[src/design/integer_to_ascii_formatter_macros.svh]
// Assertion macros used by the formatter design file.
`ifndef INTEGER_TO_ASCII_FORMATTER_MACROS_SVH
`define INTEGER_TO_ASCII_FORMATTER_MACROS_SVH

// Check that a condition implies another in the same cycle
`define I2A_ASSERT_SAME(label, clk, rst_n, cond, expr) \
	label: assert property (@(posedge clk) disable iff (!rst_n) (cond) |-> (expr)) \
		else $error("i2a: same-cycle check failed");

// Check that a condition implies another in the following cycle
`define I2A_ASSERT_NEXT(label, clk, rst_n, cond, expr) \
	label: assert property (@(posedge clk) disable iff (!rst_n) (cond) |=> (expr)) \
		else $error("i2a: next-cycle check failed");

`endif

[src/design/i2a_pkg.sv]
// Package with widths, codes, characters and helpers for the formatter.
`timescale 1ns / 1ps
package i2a_pkg;

	localparam int VALUE_W  = 64;
	localparam int NARROW_W = 32;
	localparam int OPCODE_W = 2;
	localparam int CHAR_W   = 8;
	localparam int COUNT_W  = 5;
	localparam int NIB_W    = 4;
	localparam int DIGITS   = 20;
	localparam int DIG_W    = DIGITS * NIB_W;
	localparam int STEPS    = VALUE_W;
	localparam int STEP_W   = $clog2(STEPS);

	// Opcode fields
	localparam int OP_WIDE_BIT = 0;
	localparam int OP_HEX_BIT  = 1;
	localparam logic [OPCODE_W-1:0] OP_DEC32 = 2'd0;
	localparam logic [OPCODE_W-1:0] OP_DEC64 = 2'd1;
	localparam logic [OPCODE_W-1:0] OP_HEX32 = 2'd2;
	localparam logic [OPCODE_W-1:0] OP_HEX64 = 2'd3;

	// Characters
	localparam logic [CHAR_W-1:0] CH_ZERO = 8'h30;
	localparam logic [CHAR_W-1:0] CH_A    = 8'h61;
	localparam logic [CHAR_W-1:0] CH_X    = 8'h78;

	localparam logic [NIB_W-1:0] DEC_BASE  = 4'd10;
	localparam logic [NIB_W-1:0] DAB_LIMIT = 4'd5;
	localparam logic [NIB_W-1:0] DAB_ADD   = 4'd3;

	// Map one digit to its lower-case ASCII character
	function automatic logic [CHAR_W-1:0] digit_char(input logic [NIB_W-1:0] d);
		logic [CHAR_W-1:0] dw;
		dw = {{(CHAR_W-NIB_W){1'b0}}, d};
		if (d < DEC_BASE) begin
			return CH_ZERO + dw;
		end
		return CH_A + dw - {{(CHAR_W-NIB_W){1'b0}}, DEC_BASE};
	endfunction

endpackage

[src/design/i2a_if.sv]
// Handshake interfaces for the formatter input and character output channels.
`timescale 1ns / 1ps
interface i2a_in_if import i2a_pkg::*; ();
	logic                valid;
	logic                ready;
	logic [VALUE_W-1:0]  value;
	logic [OPCODE_W-1:0] opcode;

	modport source (output valid, output value, output opcode, input ready);
	modport sink (input valid, input value, input opcode, output ready);
endinterface

interface i2a_out_if import i2a_pkg::*; ();
	logic               valid;
	logic               ready;
	logic [CHAR_W-1:0]  character;
	logic               last;
	logic [COUNT_W-1:0] digit_count;

	modport source (output valid, output character, output last, output digit_count,
		input ready);
	modport sink (input valid, input character, input last, input digit_count,
		output ready);
endinterface

[src/design/integer_to_ascii_formatter.sv]
// Integer to ASCII formatter: shift-and-adjust converter with a character sequencer.
//
// Takes one number at a time (value, opcode) and emits its text one character per
// output transfer, most significant digit first, leading zeros dropped; hex gets a
// "0x" prefix unless the value is zero, and the last character carries the digit
// count. The input is ready only while the sequencer is idle. Decimal items go
// through the shared shift-and-add-3 unit, one bit per step over all 64 bits
// whatever the width, hex items load their nibbles directly. A leading-zero strip
// then drops up to 19 digits and hands over to the output, and the characters
// leave at one per cycle when the sink keeps ready high. The output register lets
// the next item be taken while the final character still waits for its transfer.
`timescale 1ns / 1ps
`include "integer_to_ascii_formatter_macros.svh"
module integer_to_ascii_formatter import i2a_pkg::*; (
	input logic        clk,
	input logic        arst_n,
	i2a_in_if.sink     din,
	i2a_out_if.source  dout
);

	localparam logic [2:0] ST_IDLE = 3'd0;
	localparam logic [2:0] ST_CONV = 3'd1;
	localparam logic [2:0] ST_NORM = 3'd2;
	localparam logic [2:0] ST_PRE0 = 3'd3;
	localparam logic [2:0] ST_PREX = 3'd4;
	localparam logic [2:0] ST_EMIT = 3'd5;

	logic [2:0]         state_q;
	logic               hex_q;
	logic               zero_q;
	logic [STEP_W-1:0]  step_q;
	logic [COUNT_W-1:0] n_q;
	logic [COUNT_W-1:0] rem_q;
	logic [DIG_W-1:0]   dig_q;
	logic [VALUE_W-1:0] sh_q;

	logic               out_valid_q;
	logic [CHAR_W-1:0]  char_q;
	logic               last_q;
	logic [COUNT_W-1:0] count_q;

	logic [VALUE_W-1:0] masked;
	logic [DIG_W-1:0]   adj;
	logic [DIG_W-1:0]   dab;
	logic [NIB_W-1:0]   top;
	logic               out_free;
	logic               emit_go;

	// Drop the upper half of the value in the narrow modes
	assign masked = din.opcode[OP_WIDE_BIT] ? din.value
		: {{(VALUE_W-NARROW_W){1'b0}}, din.value[NARROW_W-1:0]};

	// Shared converter step: add 3 to every digit of 5 or more, then shift one bit in
	always_comb begin
		for (int i = 0; i < DIGITS; i++) begin
			if (dig_q[i*NIB_W +: NIB_W] >= DAB_LIMIT) begin
				adj[i*NIB_W +: NIB_W] = dig_q[i*NIB_W +: NIB_W] + DAB_ADD;
			end else begin
				adj[i*NIB_W +: NIB_W] = dig_q[i*NIB_W +: NIB_W];
			end
		end
		dab = {adj[DIG_W-2:0], sh_q[VALUE_W-1]};
	end

	assign top      = dig_q[DIG_W-1 -: NIB_W];
	assign out_free = !out_valid_q || dout.ready;
	assign emit_go  = out_free
		&& (state_q == ST_PRE0 || state_q == ST_PREX || state_q == ST_EMIT);

	// Hold a character until its transfer, load the next one as the slot frees
	always_ff @(posedge clk or negedge arst_n) begin
		if (!arst_n) begin
			out_valid_q <= 1'b0;
		end else if (emit_go) begin
			out_valid_q <= 1'b1;
		end else if (dout.ready) begin
			out_valid_q <= 1'b0;
		end
	end

	// Sequencer, digit register and output register
	always_ff @(posedge clk or negedge arst_n) begin
		if (!arst_n) begin
			state_q     <= ST_IDLE;
		end else begin
			case (state_q)
				ST_IDLE: begin
					if (din.valid) begin
						hex_q  <= din.opcode[OP_HEX_BIT];
						zero_q <= (masked == '0);
						step_q <= '0;
						n_q    <= COUNT_W'(DIGITS);
						if (din.opcode[OP_HEX_BIT]) begin
							dig_q   <= {{(DIG_W-VALUE_W){1'b0}}, masked};
							state_q <= ST_NORM;
						end else begin
							dig_q   <= '0;
							sh_q    <= masked;
							state_q <= ST_CONV;
						end
					end
				end
				ST_CONV: begin
					dig_q  <= dab;
					sh_q   <= {sh_q[VALUE_W-2:0], 1'b0};
					step_q <= step_q + 1'b1;
					if (step_q == STEP_W'(STEPS - 1)) begin
						state_q <= ST_NORM;
					end
				end
				ST_NORM: begin
					// Strip one leading zero digit a cycle, keep at least one digit
					if (n_q > COUNT_W'(1) && top == '0) begin
						dig_q <= {dig_q[DIG_W-NIB_W-1:0], {NIB_W{1'b0}}};
						n_q   <= n_q - 1'b1;
					end else begin
						rem_q   <= n_q;
						state_q <= (hex_q && !zero_q) ? ST_PRE0 : ST_EMIT;
					end
				end
				ST_PRE0: begin
					if (out_free) begin
						char_q      <= CH_ZERO;
						last_q      <= 1'b0;
						count_q     <= '0;
						state_q     <= ST_PREX;
					end
				end
				ST_PREX: begin
					if (out_free) begin
						char_q      <= CH_X;
						last_q      <= 1'b0;
						count_q     <= '0;
						state_q     <= ST_EMIT;
					end
				end
				ST_EMIT: begin
					if (out_free) begin
						char_q      <= digit_char(top);
						last_q      <= (rem_q == COUNT_W'(1));
						count_q     <= (rem_q == COUNT_W'(1)) ? n_q : '0;
						dig_q       <= {dig_q[DIG_W-NIB_W-1:0], {NIB_W{1'b0}}};
						rem_q       <= rem_q - 1'b1;
						if (rem_q == COUNT_W'(1)) begin
							state_q <= ST_IDLE;
						end
					end
				end
				default: begin
					state_q <= ST_IDLE;
				end
			endcase
		end
	end

	assign din.ready        = (state_q == ST_IDLE);
	assign dout.valid       = out_valid_q;
	assign dout.character   = char_q;
	assign dout.last        = last_q;
	assign dout.digit_count = count_q;

	// Checks on the sequencer and the emitted stream
	`I2A_ASSERT_SAME(a_last_has_count, clk, arst_n, dout.valid && dout.last, dout.digit_count != '0)
	`I2A_ASSERT_SAME(a_mid_no_count, clk, arst_n, dout.valid && !dout.last, dout.digit_count == '0)
	`I2A_ASSERT_NEXT(a_accept_busy, clk, arst_n, din.valid && din.ready, state_q != ST_IDLE)
	`I2A_ASSERT_SAME(a_emit_remaining, clk, arst_n, state_q == ST_EMIT, rem_q != '0 && rem_q <= n_q)

endmodule

[src/flat_wrapper.sv]
// flat-port wrapper written by rule: the top's interface ports become plain ports
module integer_to_ascii_formatter_flat import i2a_pkg::*;
  (clk, arst_n, din_valid, din_value, din_opcode, din_ready, dout_valid, dout_character, dout_last, dout_digit_count, dout_ready);
  i2a_in_if din_i ();
  i2a_out_if dout_i ();
  input logic clk;
  input logic arst_n;
  input wire logic [$bits(din_i.valid)-1:0] din_valid;
  input wire logic [$bits(din_i.value)-1:0] din_value;
  input wire logic [$bits(din_i.opcode)-1:0] din_opcode;
  output wire logic [$bits(din_i.ready)-1:0] din_ready;
  output wire logic [$bits(dout_i.valid)-1:0] dout_valid;
  output wire logic [$bits(dout_i.character)-1:0] dout_character;
  output wire logic [$bits(dout_i.last)-1:0] dout_last;
  output wire logic [$bits(dout_i.digit_count)-1:0] dout_digit_count;
  input wire logic [$bits(dout_i.ready)-1:0] dout_ready;
  assign din_i.valid = din_valid;
  assign din_i.value = din_value;
  assign din_i.opcode = din_opcode;
  assign din_ready = din_i.ready;
  assign dout_valid = dout_i.valid;
  assign dout_character = dout_i.character;
  assign dout_last = dout_i.last;
  assign dout_digit_count = dout_i.digit_count;
  assign dout_i.ready = dout_ready;
  integer_to_ascii_formatter u_core (.clk(clk), .arst_n(arst_n), .din(din_i), .dout(dout_i));
endmodule
[config.mk]
export PLATFORM = sky130hd
export DESIGN_NAME = integer_to_ascii_formatter_flat
export DESIGN_NICKNAME = d
export VERILOG_FILES = /design/src/design/i2a_pkg.sv /design/src/design/i2a_if.sv /design/src/design/integer_to_ascii_formatter.sv /design/src/flat_wrapper.sv
export VERILOG_INCLUDE_DIRS = /design/src /design/src/design
export SDC_FILE = /design/constraint.sdc
export NUM_CORES = 1
export LEC_CHECK = 0
export ABC_CLOCK_PERIOD_IN_PS = 12700
export BUFFER_PORTS_ARGS = -buffer_cell sky130_fd_sc_hd__buf_4
export CAP_MARGIN = 20
export CORE_MARGIN = 1
export CORE_UTILIZATION = 40
export DETAILED_ROUTE_END_ITERATION = 10
export PLACE_DENSITY = 0.6
export SETUP_SLACK_MARGIN = 0.02
export SYNTH_ARGS = -nofsm -noshare
export SYNTH_HDL_FRONTEND = slang
export SYNTH_SLANG_ARGS = --single-unit
[constraint.sdc]
create_clock -name clk -period 12.7 [get_ports clk]
set_clock_uncertainty 0.2 [all_clocks]
set_input_delay 1.27 -clock clk [delete_from_list [all_inputs] [get_ports clk]]
set_output_delay 1.27 -clock clk [all_outputs]
set_load 0.05 [all_outputs]
==> results of run 1 <==
-- power by group through the flow --
stage          Combinational [mW]  Clock (mW)  Sequential, mW
2_1_floorplan               0.812           0            1.09
3_3_place_gp                 1.01           0            1.11
3_5_place_dp                 1.03           0            1.10
4_1_cts                      1.04       0.533            1.09
5_1_grt                      1.18       0.553            1.12
6_report                     1.03       0.522            1.10
-- through the flow --
stage / utilization, % / setup WS (ns)
floorplan: - / 2.69
global placement: 44.6 / 9.38
detailed placement: 44.6 / 9.39
CTS: 46.9 / 9.41
global route: 47.0 / 9.36
finish: 47.0 / 9.51
-- Yosys cell counts, drive strengths merged, types with 5 or more instances --
master	number	area, sq um
inv	51	191
a221o	9	90.1
a22oi	51	383
a21oi	67	335
nand2b	24	150
nand2	202	758
ha	46	576
mux2	16	180
clkbuf	26	97.6
nor3	10	50.1
xnor2	26	228
nor2	25	93.8
buf	26	175
and3	9	56.3
o21ai	123	616
nor3b	27	208
nor4	17	106
edfxtp	175	5260
a22o	6	52.6
xor2	6	52.6
mux2i	5	50.1
-- layout make-up --
type	instances	area, sq um	share of cell area (%)
sequential	179	5360	46.3
multi-input combinational	716	4360	37.7
timing repair buffer	90	696	6.01
clock buffer	19	433	3.74
tap	324	405	3.50
inverter	51	191	1.65
clock inverter	13	134	1.16
-- worst paths after layout --
path | end | depth (start not counted)
hold reg to reg | u_core.sh_q[22] | 2
max in group asynchronous | u_core.state_q[1] | 1
hold / removal | u_core.sh_q[22] | 2
setup / recovery | din_ready | 2
min in group asynchronous | u_core.dout.valid | 1
setup reg to reg | u_core.dig_q[66] | 8
-- per-layer routing --
| metal | vias up | GRT usage (%) | wire, um |
|---|---|---|---|
| met3 | 24 | 2.57 | 731 |
| met4 | 0 | 6.39 | 323 |
| met1 | 3668 | 25.1 | 10900 |
| met2 | 173 | 29.1 | 10600 |
| li1 | 3728 | - | - |
| met5 | - | 0 | 0 |
-- flip-flops by register name, summed over array words and instances (netlist names), 3 cells and up --
signal,flops
u_core.dout.digit_count,5
u_core.dig_q,80
u_core.rem_q,5
u_core.step_q,6
u_core.sh_q,64
u_core.dout.character,7
u_core.n_q,5
u_core.state_q,3
-- logic make-up (layout without fill, tap and decap cells) --
kind of cell | Yosys count | after routing
and+or+nand+nor | 337 | 337
adders and majority gates | 46 | 46
DFF | 179 | 179
muxes | 21 | 21
buffers and inverters | 103 | 173
AOI/OAI and AO/OA | 278 | 278
xor gates and xnor gates | 32 | 32
other | 2 | 2
-- layout by cell type (no fill, tap or decap), drive strengths merged, types with 19 or more instances in the layout --
cell / Yosys / final
a21oi: 67 / 67
clkbuf: 26 / 19
xnor2: 26 / 26
o21ai: 123 / 123
nand2b: 24 / 24
nor3b: 27 / 27
inv: 51 / 54
a22oi: 51 / 51
nor2: 25 / 25
buf: 26 / 90
nand2: 202 / 202
ha: 46 / 46
edfxtp: 175 / 175
-- tightest hold or removal path, cell delays in order (launching register included) --
cell and delay (ns):
sky130_fd_sc_hd__edfxtp_1 0.32, sky130_fd_sc_hd__nand2_1 0.04, sky130_fd_sc_hd__nand2_1 0.04
==> metrics.md, run 1 <==
| Metric | Value |
|---|---|
| Chip Width | approximately 160 um |
| Number of antenna violations at the first check in global routing | 0 |
| Inserted Clock Buffers | 17 |
| Via count of the first global-routing pass | about 7,200 |
| CP Class | flop to output pin |
| Design area | 11,600 sq um |
| Seq pwr share | between 40% and 50% |
| Final Non-Filler Cells | 1,392 |
| Slew HR | 29.1% |
| Final critical-path share of the clock period | 25.1% |
| Routed len/inst | about 16 um |
| DRC marker count from the first detailed-route iteration | between 600 and 700 |
| Sum of routed wire length over all layers | about 23 mm |
| Insertion delay to the later sink of the worst-skew pair | 0.43 ns |
| Worst min path class | flop to flop |
| Switching power | about 1.0 mW |
| Worst hold-check slack | 0.311 ns |
| HPWL after detailed placement | ~14 mm |
| Element type at the critical path start | flop |
| Highest Clock Rate | 313 MHz |
| Clock network power share | approximately a fifth |
| Worst slew pin tran | about 1.1 ns |
| Crit path buf inv count | 1 |
| CP Launch Point | u_core.state_q[0] |
| Die ar. | 26,000 sq um |
| Post-CTS Hold Fix Bufs | 0 |
| Most used DFF post-synth | sky130_fd_sc_hd__edfxtp_1 |
| Static leakage power | between 4 and 5 nW |
| Count of final hold-check violations | 0 |
| Compound-cell area share of the yosys netlist | ~16% |
| Placed cell count | about 1,400 |
| Initial Utilization | between 40% and 50% |
| Reg-to-reg critical path startpoint | u_core.dig_q[77] |
| NumNets Final | 1,171 |
| Clock sink count | 179 |
| Main combinational cell family by area after synthesis | compound AO/OA/AOI/OAI gates |
| Remaining routing DRC violations | 0 |
| Residual antenna-violating net count after detailed routing | 0 |
| Internal power component | about 1.6 mW |
| Largest net degree at the start of global routing | around 110 |
| Avg Vias per Cell | around 5.5 |
| Syn avg cell area | 10.2 sq um |
| Fraction of final layout cells sized beyond drive strength 1 | between 10% and 20% |
| Antenna diode count | 0 |
| Launch point of the worst hold path | u_core.sh_q[21] |
| Residual overflow from global routing | 0 |
| Area after DPL | approximately 11,000 sq um |
| Dominant delay contributor by cell family on the critical path | flip-flops |
| Highest net fanout along the worst path | 19 |
| Via count | between 7,000 and 8,000 |
| Unrepaired setup endpoints after global routing | false |
| Overall routing resource usage | 18.2% |
| TritonCTS clock tree | done |
| Register area share after synthesis | 52.8% |
| Die Height | 161 um |
| Post-synthesis net count | roughly 1,100 |
| Final Wtd Congestion | around 0.86 |
| Adder-cell share of the synthesized area | roughly 5.7% |
| Sort of element at the end of the critical path | output pin |
| Number of buffers inserted by port buffering | 84 |
| Count of final setup violators | 0 |
| Switching fraction of total power | between 30% and 40% |
| Number of max-slew violations in the final report | 0 |
| Clk slew on worst S/H paths | around 0.07 ns |
| Slowest-stage cell, CP | sky130_fd_sc_hd__dfrtp_1 |
| VDD IR max | approximately 0.15 mV |
| Total power of the final layout | between 2 and 3 mW |
| Count of buffers added by post-CTS timing repair for setup | 0 |
| Core Area | about 25,000 sq um |
| Total number of placement rows | between 50 and 60 |
| Syn-to-layout area delta | 14.0% |
| Count of maximum capacitance violations | 0 |
| Share of synthesized area spent on multiplexers | approximately 2.3% |
| Synth Area in Simple Gates | 15.6% |
| Detailed Routing Iterations Pass 1 | 5 |
| Worst path required time | 11.23 ns |
| Minimum period implied by the final worst setup slack | 3.19 ns |
| Arrival time at the worst endpoint | about 1.7 ns |
| Number of I/O pins | 86 |
| Final TNS setup | 0 ns |
| Post-synth EDFFs | around 180 |
| Worst reg2reg setup slack | ~9.6 ns |
| FF+latch count, synth | around 180 |
| Cell area after synthesis | between 10,000 and 15,000 sq um |
| Clock root buffer master | sky130_fd_sc_hd__clkbuf_16 |
| Number of warnings reported in the yosys synthesis log | 0 |
| Cells along the critical path | nor3_1 -> buf_4 |
| Xor and xnor fraction of the mapped netlist area | 2.76% |
| Number of distinct library cells after synthesis | 49 |
| First-pass GRT wire length | ~38 mm |
| Power density over cell area | approximately 230 nW/um^2 |
| Max stage delay on crit path | 0.61 ns |
| Run status | complete, no violations |
| H-tree lvl count | 4 |
| Cell count after synthesis | around 1,000 |
| Filler instances | approximately 2,300 |
| Resize count post-CTS | 0 |
| CTS max path bufs | 2 |
| Share of synthesized registers carrying an async set or reset | under 10% |
| Logic gate share of total power | approximately two fifths |
Power figures use the tool's default switching activity.
==> run 2, diff against run 1 <==
- ABC_CLOCK_PERIOD_IN_PS: 12700 -> 2850
- PLACE_DENSITY: 0.6 -> 0.62
- clock period: 12.7 -> 2.85 ns (I/O delays scaled with it)
==> run 2 against run 1 <==
Compared with the run above:
- wire length is 0.88% higher
- power rose to 4.5 times the previous value
- non-clock buffer count rose by 64
- utilization up 2.7 points
- worst hold slack got worse by 0.30 ns
- global-route usage about the same
- setup slack got worse by 9.3 ns
- register-to-register slack lost 9.3 ns
- flip-flop and latch count unchanged
- final cell count grew 4.6%
- final area rose by 5.8%
- sequential power increased to 4.4 times the previous value
- critical endpoint is now u_core.dig_q[7]
==> metrics.md, run 2 (synthesis gave the netlist of run 1 again) <==
| Metric | Value |
|---|---|
| Run status | complete, no violations (unchanged) |
| VDD IR max | 0.609 mV (was 0.151 mV) |
| Switching fraction of total power | 38.1% (was 38.2%) |
| Residual antenna-violating net count after detailed routing | 0 (unchanged) |
| Count of final setup violators | 0 (unchanged) |
| Antenna diode count | 0 (unchanged) |
| CP Class | flop to flop (was flop to output pin) |
| Remaining routing DRC violations | 0 (unchanged) |
| Initial Utilization | 41.2% (unchanged) |
| Worst min path class | primary input to flop (was flop to flop) |
| Via count of the first global-routing pass | 7,569 (was 7,205) |
| Number of buffers inserted by port buffering | 84 (unchanged) |
| Count of maximum capacitance violations | 0 (unchanged) |
| HPWL after detailed placement | 15.0 mm (was 14.4 mm) |
| Logic gate share of total power | 40.6% (was 39.0%) |
| Highest net fanout along the worst path | 80 (was 19) |
| Largest register FFs | 80 (unchanged) |
| Seq pwr share | 40.8% (was 41.4%) |
| Via count | 7,748 (was 7,593) |
| Launch point of the worst hold path | din_value[40] (was u_core.sh_q[21]) |
| Residual overflow from global routing | 0 (unchanged) |
| Slew HR | 64.3% (was 29.1%) |
| Leading cell types in the layout, fill and taps excluded | 200 x sky130_fd_sc_hd__nand2_1, 175 x sky130_fd_sc_hd__edfxtp_1, 110 x sky130_fd_sc_hd__o21ai_0, 92 x sky130_fd_sc_hd__buf_4, 66 x sky130_fd_sc_hd__a21oi_1 (was 200 x sky130_fd_sc_hd__nand2_1, 175 x sky130_fd_sc_hd__edfxtp_1, 110 x sky130_fd_sc_hd__o21ai_0, 89 x sky130_fd_sc_hd__buf_4, 67 x sky130_fd_sc_hd__a21oi_1) |
| TritonCTS clock tree | done (unchanged) |
| Count of final hold-check violations | 0 (unchanged) |
| Largest register by flop count | u_core.dig_q (unchanged) |
| Insertion delay to the later sink of the worst-skew pair | 0.43 ns (about the same) |
| Final critical-path share of the clock period | 91.5% |
| Internal power component | 7.35 mW (was 1.64 mW) |
| Clock sink count | 179 (unchanged) |
| Resize count post-CTS | 0 (unchanged) |
| Avg Vias per Cell | 5.32 (was 5.45) |
| Number of max-slew violations in the final report | 0 (unchanged) |
| Die Height | 161 um (unchanged) |
| Largest net degree at the start of global routing | 81 (was 109) |
| Minimum period implied by the final worst setup slack | 2.61 ns |
| Sum of routed wire length over all layers | 22.8 mm (was 22.6 mm) |
| Element type at the critical path start | flop (unchanged) |
| Arrival time at the worst endpoint | 2.48 ns (was 1.72 ns) |
| Power density over cell area | 970 nW/um^2 (was 229 nW/um^2) |
| Most common library cell in the layout ignoring fill and taps | sky130_fd_sc_hd__nand2_1 (unchanged) |
| Final Non-Filler Cells | 1,456 (was 1,392) |
| CTS max path bufs | 2 (unchanged) |
| DRC marker count from the first detailed-route iteration | 576 (was 656) |
| Final Wtd Congestion | 0.806 (was 0.863) |
| Detailed Routing Iterations Pass 1 | 5 (unchanged) |
| Highest Clock Rate | approximately 380 MHz |
| Overall routing resource usage | 18.2% (about the same) |
| Switching power | 4.52 mW (was 1.01 mW) |
| Post-Place Worst Slack | 0.254 ns (was 9.39 ns) |
| CP Launch Point | u_core.dig_q[77] (was u_core.state_q[0]) |
| Worst hold-check slack | 0.0144 ns (was 0.311 ns) |
| Worst slew pin tran | 0.536 ns (was 1.06 ns) |
| Fraction of final layout cells sized beyond drive strength 1 | 13.5% (was 13.3%) |
| Die ar. | 26,000 sq um (unchanged) |
| NumNets Final | 1,235 (was 1,171) |
| Reg-to-reg critical path startpoint | u_core.dig_q[77] (unchanged) |
| Placed cell count | 1,368 (was 1,359) |
| Total number of placement rows | 57 (unchanged) |
| Clock root buffer master | sky130_fd_sc_hd__clkbuf_16 (unchanged) |
| Routed len/inst | 15.6 um (was 16.2 um) |
| Unrepaired setup endpoints after global routing | false (unchanged) |
| Clock network power share | 18.6% (was 19.7%) |
| Design area | 12,200 sq um (was 11,600 sq um) |
| Number of I/O pins | 86 (unchanged) |
| Inserted Clock Buffers | 17 (unchanged) |
| Worst path setup slack after routing | 0.243 ns (was 9.51 ns) |
| Syn-to-layout area delta | 20.6% (was 14.0%) |
| Clk slew on worst S/H paths | 0.07 ns (about the same) |
| Chip Width | 161 um (unchanged) |
| H-tree lvl count | 4 (unchanged) |
| Number of antenna violations at the first check in global routing | 0 (unchanged) |
| Core Area | 24,600 sq um (unchanged) |
| First-pass GRT wire length | 37.8 mm (about the same) |
| Area after DPL | 11,100 sq um (was 11,000 sq um) |
| Worst path required time | 2.72 ns (was 11.23 ns) |
| Sort of element at the end of the critical path | flop (was output pin) |
| Static leakage power | 4.59 nW (was 4.31 nW) |
==> run 2: cell count changes in the layout (fill, tap and decap cells not counted), sizes merged <==
cell,change
bufinv,-1
clkinv,+5
inv,-1
dlygate4sd3,+56
clkinvlp,-2
buf,+8
clkbuf,-1
==> run 2: cell type report <==
| class | count | area (sq um) |
|---|---|---|
| multi-input combinational | 716 | 4380 |
| tap | 324 | 405 |
| sequential | 179 | 5360 |
| fill | 2273 | 12400 |
| clock inverter | 14 | 114 |
| clock buffer | 18 | 429 |
| inverter | 51 | 191 |
| timing repair buffer | 154 | 1370 |
==> run 2: stage by stage <==
stage	total power, mW	setup TNS [ns]	util, %
2_1_floorplan	8.44	-127.95	-
3_3_place_gp	9.56	0	45.3
3_5_place_dp	9.67	0	45.3
4_1_cts	12.0	0	49.8
5_1_grt	12.8	0	49.8
6_report	11.9	0	49.8
==> run 2: power by group through the flow <==
| stage | Sequential, mW | Combinational, mW | Clock, mW |
|---|---|---|---|
| after detailed placement | 4.87 | 4.80 | 0 |
| after floorplan | 4.80 | 3.64 | 0 |
| after CTS | 4.83 | 4.88 | 2.26 |
| after global routing | 4.95 | 5.50 | 2.33 |
| final | 4.85 | 4.83 | 2.20 |
| after global placement | 4.87 | 4.69 | 0 |
==> run 2: critical path: stages, from the launching register on <==
cell and delay, ns:
sky130_fd_sc_hd__edfxtp_1 0.43, sky130_fd_sc_hd__inv_2 0.13, sky130_fd_sc_hd__ha_1 0.14, sky130_fd_sc_hd__or3b_4 0.38, sky130_fd_sc_hd__a21oi_2 0.17, sky130_fd_sc_hd__nor2_2 0.07, sky130_fd_sc_hd__nor4_4 0.27, sky130_fd_sc_hd__buf_12 0.42
==> run 2: routing by layer <==
layer,vias up,GRT usage (%),share of wire (%)
li1,3856,-,-
met1,3658,23.8,46
met4,0,6.43,1.6
met2,210,30.7,48
met5,-,0,0
met3,24,2.75,4.4
==> run 2: path summary, 6_finish.rpt <==
| kind | slack, ns | endpoint | cells past startpoint |
|---|---|---|---|
| max | 0.24 | u_core.dig_q[7] | 7 |
| min | 0.01 | u_core.dig_q[40] | 3 |
| max reg2reg | 0.24 | u_core.dig_q[7] | 7 |
| min reg2reg | 0.31 | u_core.sh_q[23] | 2 |
| max in group asynchronous | 2.27 | u_core.state_q[1] | 2 |
| min in group asynchronous | 0.03 | u_core.dout.valid | 2 |
==> run 2: repair_timing <==
item	CTS	global route
buffers inserted	0	0
hold buffers	56	0
hold endpoints to repair	78	0
